File: config.mk
export PLATFORM = sky130hd
export DESIGN_NAME = der_rsa_private_key_splitter
export DESIGN_NICKNAME = d
export VERILOG_FILES = /design/src/hdl/drs_pkg.sv /design/src/hdl/drs_in_stage.sv /design/src/hdl/drs_parser.sv /design/src/hdl/drs_out_stage.sv /design/src/hdl/der_rsa_private_key_splitter.sv
export SDC_FILE = /design/constraint.sdc
export NUM_CORES = 1
export LEC_CHECK = 0
export ABC_AREA = 1
export ABC_CLOCK_PERIOD_IN_PS = 6700
export BUFFER_PORTS_ARGS = -buffer_cell sky130_fd_sc_hd__buf_2
export CELL_PAD_IN_SITES_DETAIL_PLACEMENT = 0
export CELL_PAD_IN_SITES_GLOBAL_PLACEMENT = 2
export CORE_MARGIN = 5
export CORE_UTILIZATION = 35
export DETAILED_ROUTE_END_ITERATION = 8
export GPL_TIMING_DRIVEN = 0
export PLACE_DENSITY_LB_ADDON = 0.15
export SYNTH_ARGS = -nofsm -noshare
export SYNTH_HDL_FRONTEND = slang
export SYNTH_SLANG_ARGS = --single-unit
export TNS_END_PERCENT = 1
File: constraint.sdc
create_clock -name clock -period 6.7 [get_ports clock]
set_input_delay 0.335 -clock clock [delete_from_list [all_inputs] [get_ports clock]]
set_output_delay 0.335 -clock clock [all_outputs]
set_load 0.005 [all_outputs]
File: src/hdl/drs_pkg.sv
// shared types and constants of the der rsa private key splitter
`default_nettype none
package drs_pkg;

   // fixed field widths
   localparam int KEY_LEN_W = 14;

   // input transaction
   typedef struct packed {
      logic [7:0]           key_byte;
      logic                 first_byte;
      logic [KEY_LEN_W-1:0] key_length;
   } req_type;

   // result transaction
   typedef struct packed {
      logic [3:0] component;
      logic [7:0] data_byte;
      logic       byte_valid;
      logic       comp_end;
      logic [2:0] status;
   } rsp_type;

   // parser phases
   typedef enum logic [2:0] {
      PH_IDLE,
      PH_OLEN,
      PH_OLENX,
      PH_TAG,
      PH_LEN,
      PH_LENX,
      PH_BODY
   } phase_type;

   // status codes
   localparam logic [2:0] ST_OK   = 3'd0;
   localparam logic [2:0] ST_DONE = 3'd1;
   localparam logic [2:0] ST_OTAG = 3'd2;
   localparam logic [2:0] ST_OLEN = 3'd3;
   localparam logic [2:0] ST_ETAG = 3'd4;
   localparam logic [2:0] ST_ELEN = 3'd5;
   localparam logic [2:0] ST_NLEN = 3'd6;

   // der constants
   localparam logic [7:0] SEQ_TAG      = 8'h30;
   localparam logic [7:0] LONG_FORM    = 8'h80;
   localparam logic [7:0] ZERO_BYTE    = 8'h00;
   localparam logic [7:0] TAG_RESET    = 8'h02;
   localparam logic [3:0] LAST_COMP    = 4'd8;

endpackage
`default_nettype wire

File: src/hdl/drs_in_stage.sv
// input register stage of the der rsa private key splitter
`default_nettype none
module drs_in_stage (
   input  wire logic             clock,
   input  wire logic             reset,
   input  wire logic             req_valid,
   output logic                  req_stall,
   input  wire drs_pkg::req_type req_payload,
   input  wire logic             advance,
   output logic                  item_valid,
   output drs_pkg::req_type      item
);

   logic             valid_ff;
   drs_pkg::req_type item_ff;

   // hold while the stored transaction cannot move on
   assign req_stall  = valid_ff && !advance;
   assign item_valid = valid_ff;
   assign item       = item_ff;

   always_ff @(posedge clock) begin
      if (reset) begin
         valid_ff <= 1'b0;
      end else if (!req_stall) begin
         valid_ff <= req_valid;
      end
   end

   always_ff @(posedge clock) begin
      if (!req_stall && req_valid) begin
         item_ff <= req_payload;
      end
   end

endmodule
`default_nettype wire

File: src/hdl/drs_parser.sv
// der parsing state and single-step transition logic
`default_nettype none
module drs_parser #(
   parameter int MAX_KEY_BYTES = 8192,
   parameter int MAX_LEN_BYTES = 4
) (
   input  wire logic             clock,
   input  wire logic             reset,
   input  wire logic             csr_valid,
   input  wire logic [7:0]       csr_data,
   input  wire logic             step,
   input  wire drs_pkg::req_type item,
   output logic                  res_valid,
   output drs_pkg::rsp_type      res
);

   localparam int SEEN_W = $clog2(MAX_KEY_BYTES + 2);
   localparam int LEN_W  = 8 * MAX_LEN_BYTES;
   localparam int LBL_W  = $clog2(MAX_LEN_BYTES + 1);
   localparam int SUM_W  = ((LEN_W > SEEN_W) ? LEN_W : SEEN_W) + 1;
   localparam int CL_W   = (SEEN_W > drs_pkg::KEY_LEN_W) ? SEEN_W : drs_pkg::KEY_LEN_W;

   drs_pkg::phase_type phase_ff, phase_in;
   logic [7:0]         tag_ff;
   logic [SEEN_W-1:0]  seen_ff, seen_in;
   logic [SEEN_W-1:0]  total_ff, total_in;
   logic [LEN_W-1:0]   accum_ff, accum_in;
   logic [LBL_W-1:0]   lbl_ff, lbl_in;
   logic [3:0]         elem_ff, elem_in;
   logic [SEEN_W-1:0]  content_ff, content_in;
   logic               at_first_ff, at_first_in;

   logic [7:0]         b;
   logic [SEEN_W-1:0]  seen_n;
   logic [CL_W-1:0]    klen_w;
   logic [SEEN_W-1:0]  total_clamp;
   logic [LEN_W-1:0]   accum_shift;
   logic [LEN_W-1:0]   len_sel;
   logic [LBL_W-1:0]   lbl_n;
   logic [SEEN_W-1:0]  cl_n;
   logic               is_outer, is_len, is_lenx, is_body;
   logic               len_over, cnt_over, cnt_many, long_cnt;
   logic               fin, fin_fail, fin_outer, fin_skipver, fin_close, fin_body;
   logic               lf_bad80, lf_many, lf_cntover, lf_start;
   logic               tag_bad, skip, body_last, body_ver_end, body_close, body_emit;
   logic               close, close_last, first_bad, len_zero;
   drs_pkg::phase_type fin_phase;

   assign b = item.key_byte;

   // byte counter saturates one past the largest key
   assign seen_n = (seen_ff <= SEEN_W'(MAX_KEY_BYTES)) ? seen_ff + SEEN_W'(1) : seen_ff;

   // clamp the key length to the largest supported key
   assign klen_w      = CL_W'(item.key_length);
   assign total_clamp = (klen_w > CL_W'(MAX_KEY_BYTES)) ? SEEN_W'(MAX_KEY_BYTES)
                                                         : SEEN_W'(klen_w);

   // phase decode
   assign is_outer = (phase_ff == drs_pkg::PH_OLEN) || (phase_ff == drs_pkg::PH_OLENX);
   assign is_len   = (phase_ff == drs_pkg::PH_OLEN) || (phase_ff == drs_pkg::PH_LEN);
   assign is_lenx  = (phase_ff == drs_pkg::PH_OLENX) || (phase_ff == drs_pkg::PH_LENX);
   assign is_body  = (phase_ff == drs_pkg::PH_BODY);

   // length value of the field being closed
   assign accum_shift = {accum_ff[LEN_W-9:0], b};
   assign len_sel     = is_lenx ? accum_shift : LEN_W'(b);
   assign len_zero    = (len_sel == '0);
   assign lbl_n       = (lbl_ff != '0) ? lbl_ff - LBL_W'(1) : '0;

   // declared length against the bytes left in the key
   assign len_over = (SUM_W'(len_sel) + SUM_W'(seen_n)) > SUM_W'(total_ff);
   assign cnt_over = (SUM_W'(b[6:0]) + SUM_W'(seen_n)) > SUM_W'(total_ff);
   assign cnt_many = b[6:0] > 7'(MAX_LEN_BYTES);
   assign long_cnt = b[7] && (b[6:0] != 7'd0);

   // length field completion
   assign fin         = (is_len && !b[7]) || (is_lenx && (lbl_n == '0));
   assign fin_fail    = fin && len_over;
   assign fin_outer   = fin && !len_over && is_outer;
   assign fin_skipver = fin && !len_over && !is_outer && len_zero && (elem_ff == 4'd0);
   assign fin_close   = fin && !len_over && !is_outer && len_zero && (elem_ff != 4'd0);
   assign fin_body    = fin && !len_over && !is_outer && !len_zero;

   // first length byte in long form
   assign lf_bad80   = is_len && (b == drs_pkg::LONG_FORM);
   assign lf_many    = is_len && long_cnt && cnt_many;
   assign lf_cntover = is_len && long_cnt && !cnt_many && cnt_over;
   assign lf_start   = is_len && long_cnt && !cnt_many && !cnt_over;

   assign tag_bad = (phase_ff == drs_pkg::PH_TAG) && (b != tag_ff);

   // content bytes
   assign skip         = at_first_ff && (b == drs_pkg::ZERO_BYTE);
   assign cl_n         = (content_ff != '0) ? content_ff - SEEN_W'(1) : '0;
   assign body_last    = (cl_n == '0);
   assign body_ver_end = is_body && (elem_ff == 4'd0) && body_last;
   assign body_close   = is_body && (elem_ff != 4'd0) && body_last;
   assign body_emit    = is_body && (elem_ff != 4'd0) && !body_last && !skip;

   assign close      = fin_close || body_close;
   assign close_last = (elem_ff >= drs_pkg::LAST_COMP);
   assign first_bad  = item.first_byte && (b != drs_pkg::SEQ_TAG);

   // phase after a completed length field
   always_comb begin
      if (fin_fail) begin
         fin_phase = drs_pkg::PH_IDLE;
      end else if (fin_body) begin
         fin_phase = drs_pkg::PH_BODY;
      end else if (fin_close && close_last) begin
         fin_phase = drs_pkg::PH_IDLE;
      end else begin
         fin_phase = drs_pkg::PH_TAG;
      end
   end

   // next phase
   always_comb begin
      phase_in = phase_ff;
      if (step) begin
         if (item.first_byte) begin
            phase_in = first_bad ? drs_pkg::PH_IDLE : drs_pkg::PH_OLEN;
         end else begin
            case (phase_ff)
               drs_pkg::PH_IDLE: begin
                  phase_in = drs_pkg::PH_IDLE;
               end
               drs_pkg::PH_OLEN, drs_pkg::PH_LEN: begin
                  if (fin) begin
                     phase_in = fin_phase;
                  end else if (lf_bad80 || lf_many || lf_cntover) begin
                     phase_in = drs_pkg::PH_IDLE;
                  end else begin
                     phase_in = is_outer ? drs_pkg::PH_OLENX : drs_pkg::PH_LENX;
                  end
               end
               drs_pkg::PH_OLENX, drs_pkg::PH_LENX: begin
                  phase_in = fin ? fin_phase : phase_ff;
               end
               drs_pkg::PH_TAG: begin
                  phase_in = tag_bad ? drs_pkg::PH_IDLE : drs_pkg::PH_LEN;
               end
               drs_pkg::PH_BODY: begin
                  if (body_ver_end) begin
                     phase_in = drs_pkg::PH_TAG;
                  end else if (body_close) begin
                     phase_in = close_last ? drs_pkg::PH_IDLE : drs_pkg::PH_TAG;
                  end else begin
                     phase_in = drs_pkg::PH_BODY;
                  end
               end
               default: begin
                  phase_in = drs_pkg::PH_IDLE;
               end
            endcase
         end
      end
   end

   // counters, length accumulation and result
   always_comb begin
      seen_in     = seen_ff;
      total_in    = total_ff;
      accum_in    = accum_ff;
      lbl_in      = lbl_ff;
      elem_in     = elem_ff;
      content_in  = content_ff;
      at_first_in = at_first_ff;
      res_valid   = 1'b0;
      res         = '0;
      if (step && item.first_byte) begin
         total_in    = total_clamp;
         seen_in     = SEEN_W'(1);
         elem_in     = 4'd0;
         accum_in    = '0;
         lbl_in      = '0;
         content_in  = '0;
         at_first_in = 1'b0;
         if (first_bad) begin
            res_valid  = 1'b1;
            res.status = drs_pkg::ST_OTAG;
         end
      end else if (step && (phase_ff != drs_pkg::PH_IDLE)) begin
         seen_in = seen_n;
         if (lf_start) begin
            accum_in = '0;
            lbl_in   = LBL_W'(b[6:0]);
         end else if (is_lenx) begin
            accum_in = accum_shift;
            lbl_in   = lbl_n;
         end
         if (fin_outer) begin
            elem_in = 4'd0;
         end else if (fin_skipver || body_ver_end) begin
            elem_in = 4'd1;
         end else if (close && !close_last) begin
            elem_in = elem_ff + 4'd1;
         end
         if (fin_body) begin
            content_in  = SEEN_W'(len_sel);
            at_first_in = 1'b1;
         end else if (is_body) begin
            content_in  = cl_n;
            at_first_in = 1'b0;
         end
         // error results
         if (fin_fail || lf_bad80 || lf_cntover) begin
            res_valid  = 1'b1;
            res.status = is_outer ? drs_pkg::ST_OLEN : drs_pkg::ST_ELEN;
         end else if (lf_many) begin
            res_valid  = 1'b1;
            res.status = drs_pkg::ST_NLEN;
         end else if (tag_bad) begin
            res_valid  = 1'b1;
            res.status = drs_pkg::ST_ETAG;
         end else if (close) begin
            res_valid      = 1'b1;
            res.component  = elem_ff;
            res.byte_valid = body_close && !skip;
            res.data_byte  = (body_close && !skip) ? b : drs_pkg::ZERO_BYTE;
            res.comp_end   = 1'b1;
            res.status     = close_last ? drs_pkg::ST_DONE : drs_pkg::ST_OK;
         end else if (body_emit) begin
            res_valid      = 1'b1;
            res.component  = elem_ff;
            res.byte_valid = 1'b1;
            res.data_byte  = b;
            res.status     = drs_pkg::ST_OK;
         end
      end
   end

   // state registers
   always_ff @(posedge clock) begin
      if (reset) begin
         phase_ff    <= drs_pkg::PH_IDLE;
         seen_ff     <= '0;
         total_ff    <= '0;
         accum_ff    <= '0;
         lbl_ff      <= '0;
         elem_ff     <= 4'd0;
         content_ff  <= '0;
         at_first_ff <= 1'b0;
      end else begin
         phase_ff    <= phase_in;
         seen_ff     <= seen_in;
         total_ff    <= total_in;
         accum_ff    <= accum_in;
         lbl_ff      <= lbl_in;
         elem_ff     <= elem_in;
         content_ff  <= content_in;
         at_first_ff <= at_first_in;
      end
   end

   // element tag register
   always_ff @(posedge clock) begin
      if (reset) begin
         tag_ff <= drs_pkg::TAG_RESET;
      end else if (csr_valid) begin
         tag_ff <= csr_data;
      end
   end

   // an error result leaves the parser idle
   a_err_idles: assert property (@(posedge clock) disable iff (reset)
      res_valid && (res.status != drs_pkg::ST_OK) && (res.status != drs_pkg::ST_DONE)
      |=> (phase_ff == drs_pkg::PH_IDLE))
      else $error("parser not idle after error result");

   // the coefficient close ends the key
   a_done_idles: assert property (@(posedge clock) disable iff (reset)
      res_valid && (res.status == drs_pkg::ST_DONE)
      |-> (res.component == drs_pkg::LAST_COMP) && (phase_in == drs_pkg::PH_IDLE))
      else $error("key done outside the last component");

   // body phase always has content left to read
   a_body_content: assert property (@(posedge clock) disable iff (reset)
      (phase_ff == drs_pkg::PH_BODY) |-> (content_ff != '0))
      else $error("body phase with no content left");

   // byte counter never passes its saturation point
   a_seen_sat: assert property (@(posedge clock) disable iff (reset)
      seen_ff <= SEEN_W'(MAX_KEY_BYTES + 1))
      else $error("byte counter overran");

endmodule
`default_nettype wire

File: src/hdl/drs_out_stage.sv
// result register stage of the der rsa private key splitter
`default_nettype none
module drs_out_stage (
   input  wire logic             clock,
   input  wire logic             reset,
   input  wire logic             res_valid,
   input  wire drs_pkg::rsp_type res,
   output logic                  free,
   output logic                  rsp_valid,
   input  wire logic             rsp_stall,
   output drs_pkg::rsp_type      rsp_payload
);

   logic             valid_ff;
   drs_pkg::rsp_type data_ff;

   // register can take a new transaction when empty or draining
   assign free        = !valid_ff || !rsp_stall;
   assign rsp_valid   = valid_ff;
   assign rsp_payload = data_ff;

   always_ff @(posedge clock) begin
      if (reset) begin
         valid_ff <= 1'b0;
      end else if (free) begin
         valid_ff <= res_valid;
      end
   end

   always_ff @(posedge clock) begin
      if (free && res_valid) begin
         data_ff <= res;
      end
   end

endmodule
`default_nettype wire

File: src/hdl/der_rsa_private_key_splitter.sv
// Top level of the der rsa private key splitter.
// Each accepted key byte is held in the input register, its result in the result register.
// Throughput: one key byte per cycle unless rsp_stall holds the result register; each
// byte takes one pass through the parser step between the input and result registers.
// Reset (synchronous, active high): parser idle, counters cleared, element tag 0x02.
`default_nettype none
module der_rsa_private_key_splitter #(
   parameter int MAX_KEY_BYTES = 8192,
   parameter int MAX_LEN_BYTES = 4
) (
   input  wire logic             clock,
   input  wire logic             reset,
   input  wire logic             req_valid,
   output logic                  req_stall,
   input  wire drs_pkg::req_type req_payload,
   output logic                  rsp_valid,
   input  wire logic             rsp_stall,
   output drs_pkg::rsp_type      rsp_payload,
   input  wire logic             csr_valid,
   output logic                  csr_ready,
   input  wire logic [7:0]       csr_data
);

   logic             item_valid;
   drs_pkg::req_type item;
   logic             free;
   logic             step;
   logic             res_valid;
   drs_pkg::rsp_type res;

   // register writes always complete at once
   assign csr_ready = 1'b1;

   // parser advances when the result register can take its output
   assign step = item_valid && free;

   drs_in_stage u_in (
      .clock       (clock),
      .reset       (reset),
      .req_valid   (req_valid),
      .req_stall   (req_stall),
      .req_payload (req_payload),
      .advance     (free),
      .item_valid  (item_valid),
      .item        (item)
   );

   drs_parser #(
      .MAX_KEY_BYTES (MAX_KEY_BYTES),
      .MAX_LEN_BYTES (MAX_LEN_BYTES)
   ) u_parser (
      .clock     (clock),
      .reset     (reset),
      .csr_valid (csr_valid && csr_ready),
      .csr_data  (csr_data),
      .step      (step),
      .item      (item),
      .res_valid (res_valid),
      .res       (res)
   );

   drs_out_stage u_out (
      .clock       (clock),
      .reset       (reset),
      .res_valid   (res_valid),
      .res         (res),
      .free        (free),
      .rsp_valid   (rsp_valid),
      .rsp_stall   (rsp_stall),
      .rsp_payload (rsp_payload)
   );

endmodule
`default_nettype wire

After elaboration in Yosys (flattened, before gate mapping). Cells that the tools add are included.

Register bits after elaboration: 127. Input bits: 36. Logic and storage cells: 177.

$add $sub $neg: 6. Order comparisons: 6. Equality and inequality tests: 10. Mux-type cells: 53. Bitwise gates (word level): 1. Reduce and logical (&&, ||, !) cells: 81.

Operators by type and width (number): $mux 14 (5); $gt 33x14->1 (2); $mux 3 (20); $mux 24 (2); $logic_and 1x1->1 (35); $add 32x14->33 (1); $logic_not 32->1 (1); $mux 32 (1); $mux 13 (2); $add 7x14->15 (1); $mux 1 (15); $add 14x1->14 const B (1); $gt 14x14->1 const B (1); $le 14x14->1 const B (1); $logic_not 14->1 (1); $reduce_bool 14->1 (1); $sub 14x1->14 const B (1); $logic_not 1->1 (13); $mux 4 (3); $pmux 3 s4 (1); $logic_or 1x1->1 (11); $eq 3x3->1 const B (3); $reduce_bool 3->1 (3); $eq 8x8->1 const B (1); 21 further kinds (31).

Logic depth before layout (Yosys ltp).
Depth after elaboration: 18. Mapped depth: 42.

Cells and area by module. From an unflattened synthesis, not the netlist that was laid out.

Cell total of the unflattened synthesis: 1263. Area total of the unflattened synthesis: 8780.9 um^2.

Modules (own cells, without submodules): drs_parser (times used 1, cells each 1207, area each 7470.9 um^2, sequential area each 1701.6 um^2); drs_in_stage (times used 1, cells each 30, area each 737.0 um^2, sequential area each 710.7 um^2); drs_out_stage (times used 1, cells each 22, area each 554.3 um^2, sequential area each 530.5 um^2); der_rsa_private_key_splitter (times used 1, cells each 4, area each 18.8 um^2, sequential area each 0.0 um^2).

Worst setup path before layout. Ideal clock, no wire load.

Path type: register to register. From: reg u_parser.seen_ff[0]. To: reg u_out.data_ff, in the netlist u_out.rsp_payload[0] (enable). Library setup time: 0.370 ns. Data arrival time: 4.830 ns. Data required time: 6.330 ns. Setup slack: 1.500 ns. Cell stages (with the launch flop): 38. Period minus slack after synthesis: 5.200 ns. Cell sequence: dfxtp_1 > inv_1 > ha_1 > nand3_1 > nor2_1 > nand2_1 > nand2_1 > buf_2 > nand2_1 > nor2_1 > xor2_1 > inv_1 > ha_1 > nand2_1 > or2_2 > a21boi_0 > nor2_1 > nor2_1 > [2 not listed] > xor2_1 > ha_1 > nand2_1 > nor2_1 > a211oi_1 > nand2_1 > nand2_1 > nand2_1 > nand2_1 > nand2_1 > nand2_1 > nand2_1 > nand2_1 > nand2_1 > inv_1 > nand2_1 > a21boi_0 > nand2_1.

Word-level cells in the longest chain between the ends: 17. Elaborated cells between the ends (all ways): 24.

Ends and longest elaborated chain: start, declared (RTL line drs_parser.sv:25) `logic [SEEN_W-1:0] seen_ff, seen_in;`; start signal, assigned (RTL line drs_parser.sv:247) `seen_ff <= seen_in;`; $add 14x1->14 or $le 14x14->1 (tied branches) (RTL line drs_parser.sv:52) `assign seen_n = (seen_ff <= SEEN_W'(MAX_KEY_BYTES)) ? seen_ff + SEEN_W'(1) : seen_ff;`; $mux 14 (*) (RTL line drs_parser.sv:52); via u_parser.seen_n[5] (RTL line drs_parser.sv:34) `logic [SEEN_W-1:0] seen_n;`; $add 32x14->33 (RTL line drs_parser.sv:72) `assign len_over = (SUM_W'(len_sel) + SUM_W'(seen_n)) > SUM_W'(total_ff);`; $gt 33x14->1 (RTL line drs_parser.sv:72); $logic_not 1->1 (RTL line drs_parser.sv:82) `assign fin_close = fin && !len_over && !is_outer && len_zero && (elem_ff != 4'd0);`; $logic_and 1x1->1 (4 in a row) (RTL line drs_parser.sv:82); $logic_or 1x1->1 (RTL line drs_parser.sv:101) `assign close = fin_close || body_close;`; $mux 1 (RTL line drs_parser.sv:217) `end else if (close) begin`; $mux 1 (RTL line drs_parser.sv:214) `end else if (tag_bad) begin`; $mux 1 (RTL line drs_parser.sv:211) `end else if (lf_many) begin`; $mux 1 (*) (RTL line drs_parser.sv:208) `if (fin_fail || lf_bad80 || lf_cntover) begin`; $mux 1 (*) (RTL line drs_parser.sv:184) `end else if (step && (phase_ff != drs_pkg::PH_IDLE)) begin`; $mux 1 (*) (RTL line drs_parser.sv:172) `if (step && item.first_byte) begin`; $logic_and 1x1->1 (*) (RTL line drs_out_stage.sv:31) `if (free && res_valid) begin`; end signal, assigned (RTL line drs_out_stage.sv:32) `data_ff <= res;`; end, declared (RTL line drs_out_stage.sv:15) `drs_pkg::rsp_type data_ff;`.

The timed path passes the listed nets; every way through them passes the cells marked *. A chain may end at the register's enable or synchronous reset.

Final worst setup path.
From: reg u_parser.seen_ff[0]. To: reg u_parser.accum_ff[15].

Word-level cells in the longest chain between the ends: 8. Elaborated cells between the ends (all ways): 10.

Ends and longest elaborated chain: $add 14x1->14 or $le 14x14->1 (tied branches) (RTL line drs_parser.sv:52); $mux 14 (*) (RTL line drs_parser.sv:52); via u_parser.seen_n[5] (RTL line drs_parser.sv:34); $add 7x14->15 (*) (RTL line drs_parser.sv:73) `assign cnt_over = (SUM_W'(b[6:0]) + SUM_W'(seen_n)) > SUM_W'(total_ff);`; $gt 33x14->1 (*) (RTL line drs_parser.sv:73); $logic_not 1->1 (*) (RTL line drs_parser.sv:89) `assign lf_start = is_len && long_cnt && !cnt_many && !cnt_over;`; $logic_and 1x1->1 (*) (RTL line drs_parser.sv:89); $reduce_bool 2->1 (no source line); $reduce_and 2->1 (no source line); end signal, assigned (RTL line drs_parser.sv:249) `accum_ff <= accum_in;`; end, declared (RTL line drs_parser.sv:27) `logic [LEN_W-1:0] accum_ff, accum_in;`.

Marked as above.

==> metrics.md <==
| Metric | Value |
|---|---|
| Yosys warning count | `0` |
| Total grt overflow | `0` |
| Core ar. | `24,300 µm²` |
| Post-Syn Nets | `1,359` |
| Die height | `167 µm` |
| Internal | `1360 µW` |
| Design area | `9890 µm²` |
| Crit path launch type | `flip-flop` |
| Grt met1 use | `26.6%` |
| Initial antenna violation count | `0` |
| Crit path largest cell delay | `0.49 ns` |
| Post-synthesis cell count | `1,279` |
| CP Class | `reg -> reg` |
| Final Critical Period | `5.93 ns` |
| Fmax | `0.169 GHz` |
| Largest net degree at the start of global routing | `24` |
| Hold Path Origin | `req_payload[2]` |
| Logic pwr share | `10.9%` |
| Final Wtd Congestion | `0.849` |
| Slowest cell on crit path | `clkbuf_1` |
| Die Width | `167 µm` |
| Fin. Hold Viols | `0` |
| Crit end category | `flip-flop` |
| Clock latency on the worst-skew pair | `0.43 ns` |
| GRT Max-Usage Layer | `met2` |
| Unique cell type count in the Yosys netlist | `47` |
| Drt drc | `0` |
| Static leakage | `0.00449 µW` |
| CTS tree | `built` |
| Status | `finished, final reports clean` |
| Antenna viol nets, final | `0` |
| Worst Tran Pin Value | `0.999 ns` |
| Seq pwr share | `43.4%` |
| Synth Flop Type | `dfxtp_1` |
| Fraction of registers with async set/reset | `0%` |
| Reg-to-Reg Start | `u_parser.seen_ff[0]` |
| Die area | `27,900 µm²` |
| Slew margin rel. | `33.3%` |
| Met3 GRT Util | `3.20%` |
| P&R area growth vs syn | `14.6%` |
| Sink Count | `127` |
| Initial DRC Count | `513` |
| Clock power frac | `45.8%` |
| Row count | `57` |
| Final Non-Filler Cells | `1,692` |
| Maximum vdd drop | `0.121 mV` |
| First-pass GRT wire length | `43,300 µm` |
| Cell Pwr Density | `194 nW/µm²` |
| Register bit total from synthesis | `127` |
| Layout cell share with drive strength beyond 1 | `10.4%` |
| Vias post-DR | `8,072` |
| IO Pins | `56` |
| Dpl hpwl | `21,200 µm` |
| Starting Density | `35.5%` |
| Inst Count DP | `1,657` |
| Nets | `1,435` |
| Htree depth | `4` |
| Worst Skew | `0.0113 ns` |
| Critical Path RT | `7.06 ns` |
| First drt pass iteration count | `7` |
| Setup TNS | `0 ns` |
| Cts hold-fix bufs | `0` |
| Max-cap violations | `0` |
| Vias per cell | `4.77` |
| Total GRT Usage | `19.7%` |
| Endpoints failing setup | `0` |
| DP Area | `9300 µm²` |
| Port-buffer cells | `54` |
| Sw frac | `28.9%` |
| Fill count | `2,672` |
| Vias in the first global route | `7,955` |
| Crit-path max FO | `10` |
| Worst hold path class | `in -> reg` |
| Root Buffer | `clkbuf_16` |
| Total power | `1920 µW` |
| EDFF count, synth | `40` |
| Fin crit share | `88.5%` |
| Slew Limit Fails | `0` |
| Ant. Diodes | `0` |
| Met2 GRT Util | `33.5%` |
| Hold Worst Slack | `0.0737 ns` |
| RSZ-0062 raised after global routing | `no` |
| Drt wl/cell | `15.9 µm` |
| NetSw | `554 µW` |
| Clock Tree Buf Depth | `2` |
| CP dominant cell by count | `nand2_1` |
| CTS Buf Count | `17` |
| Clock transition at the registers of the reported paths | `0.07 ns` |
| Synth Area per Inst | `6.75 µm²` |
| Sequential cell area fraction in the yosys report | `34.1%` |
| CP Data Arrival Time | `6.28 ns` |
| Critical path startpoint | `u_parser.seen_ff[0]` |
| Routed WL | `27,000 µm` |
| Cell Area, Synth | `8630 µm²` |
==> worst max-delay path, delay by kind of cell, from the launching register on <==
family / cells / cell delay [ns]
buffers and inverters: 6 / 1.18
AO/OA/AOI/OAI: 2 / 0.41
XOR/XNOR: 2 / 0.35
adder cells (fa/ha/maj): 3 / 0.82
flip-flops: 1 / 0.38
AND/OR/NAND/NOR: 22 / 2.70
==> cells in the final DEF (no fill, tap or decap), types with 17 or more instances in the layout <==
master       n
nand2_1    338
o21ai_0     59
buf_2       59
dfxtp_1     87
nor3_1      17
inv_1      189
xor2_1      34
clkbuf_16   17
nand3_1    102
nor2_1     143
edfxtp_1    40
a21oi_1     86
ha_1        43
==> through the flow <==
stage | utilization, % | worst slack (ns)
3_3_place_gp | 38.3 | 0.304
2_1_floorplan | - | 1.50
5_1_grt | 40.7 | 0.0721
3_5_place_dp | 38.3 | 0.326
6_report | 40.7 | 0.773
4_1_cts | 40.5 | 0.293
==> power groups by stage <==
stage	clock network, µW	logic, µW	registers, µW
floorplan	0	139	841
global placement	0	206	848
detailed placement	0	207	848
CTS	897	208	832
global route	933	239	833
finish	878	208	831
==> layout make-up <==
cell class,instances,area [µm²],area share [%]
flip-flops and latches,127,2940,29.8
clock inverters,14,108,1.09
repair buffers,57,305,3.09
well taps,324,405,4.10
clock buffers,18,429,4.34
plain buffers,26,141,1.43
inverters,192,721,7.29
multi-input cells,934,4840,48.9
==> kinds of logic (layout without fill, tap and decap cells) <==
logic type / count (synthesis) / after routing / synth area share [%]
and+or+nand+nor: 662 / 662 / 33.3
AOI/OAI and AO/OA: 179 / 179 / 11.2
buffers and inverters: 218 / 307 / 9.96
other: 1 / 1 / 0.0435
adders and majority gates: 44 / 44 / 6.47
xor gates and xnor gates: 48 / 48 / 4.87
DFF: 127 / 127 / 34.1
==> flip-flops by register name, indices dropped and copies added, names as in the netlist <==
name and cells:
u_parser.seen_ff 14, u_parser.at_first_ff 1, u_in.item_valid 1, u_parser.tag_ff 8
u_in.item 23, u_parser.elem_ff 4, u_parser.accum_ff 24, u_parser.lbl_ff 3
u_parser.phase_ff 3, u_parser.content_ff 14, u_out.rsp_valid 1, u_out.rsp_payload 17
u_parser.total_ff 14
==> worst paths after layout <==
path	to	slack (ns)	depth (start not counted)
hold reg to reg	u_parser.accum_ff[3]	0.46	2
hold / removal	u_in.item[2]	0.07	1
setup / recovery	u_parser.accum_ff[15]	0.77	35
setup reg to reg	u_parser.accum_ff[15]	0.77	35
==> routing by layer <==
metal	vias to the layer above	share of wire (%)
met5	-	0
met4	0	0.78
met3	19	3.5
met2	131	47
met1	3643	48
li1	4279	-
==> cell usage after synthesis, types with 2 or more instances <==
master / instances / area, µm²
a211oi_1: 6 / 45.0
a21boi_0: 3 / 22.5
a21oi_1: 86 / 430
buf_2: 6 / 30.0
buf_4: 3 / 22.5
buf_6: 3 / 33.8
clkbuf_1: 14 / 52.6
dfxtp_1: 87 / 1740
edfxtp_1: 40 / 1200
ha_1: 43 / 538
inv_1: 189 / 709
inv_2: 3 / 11.3
nand2_1: 340 / 1280
nand2_2: 5 / 31.3
nand3_1: 102 / 510
nand3_2: 6 / 60.1
nand3b_1: 2 / 15.0
nand4_1: 16 / 100
nor2_1: 143 / 537
nor2_2: 10 / 62.6
nor2_4: 2 / 22.5
nor3_1: 17 / 85.1
nor3_4: 2 / 32.5
nor4_1: 8 / 50.1
o21ai_0: 59 / 295
o21ai_1: 9 / 45.0
o21ai_2: 2 / 17.5
o22ai_1: 5 / 31.3
or2_2: 4 / 25.0
xnor2_1: 14 / 123
xor2_1: 34 / 298
==> what timing repair did <==
item,4_1_cts,5_1_grt
gates resized for setup,0,5
buffers inserted,0,3
setup endpoints to repair,0,53
hold endpoints to repair,0,0
No activity file was read; power rests on OpenSTA's default activity.
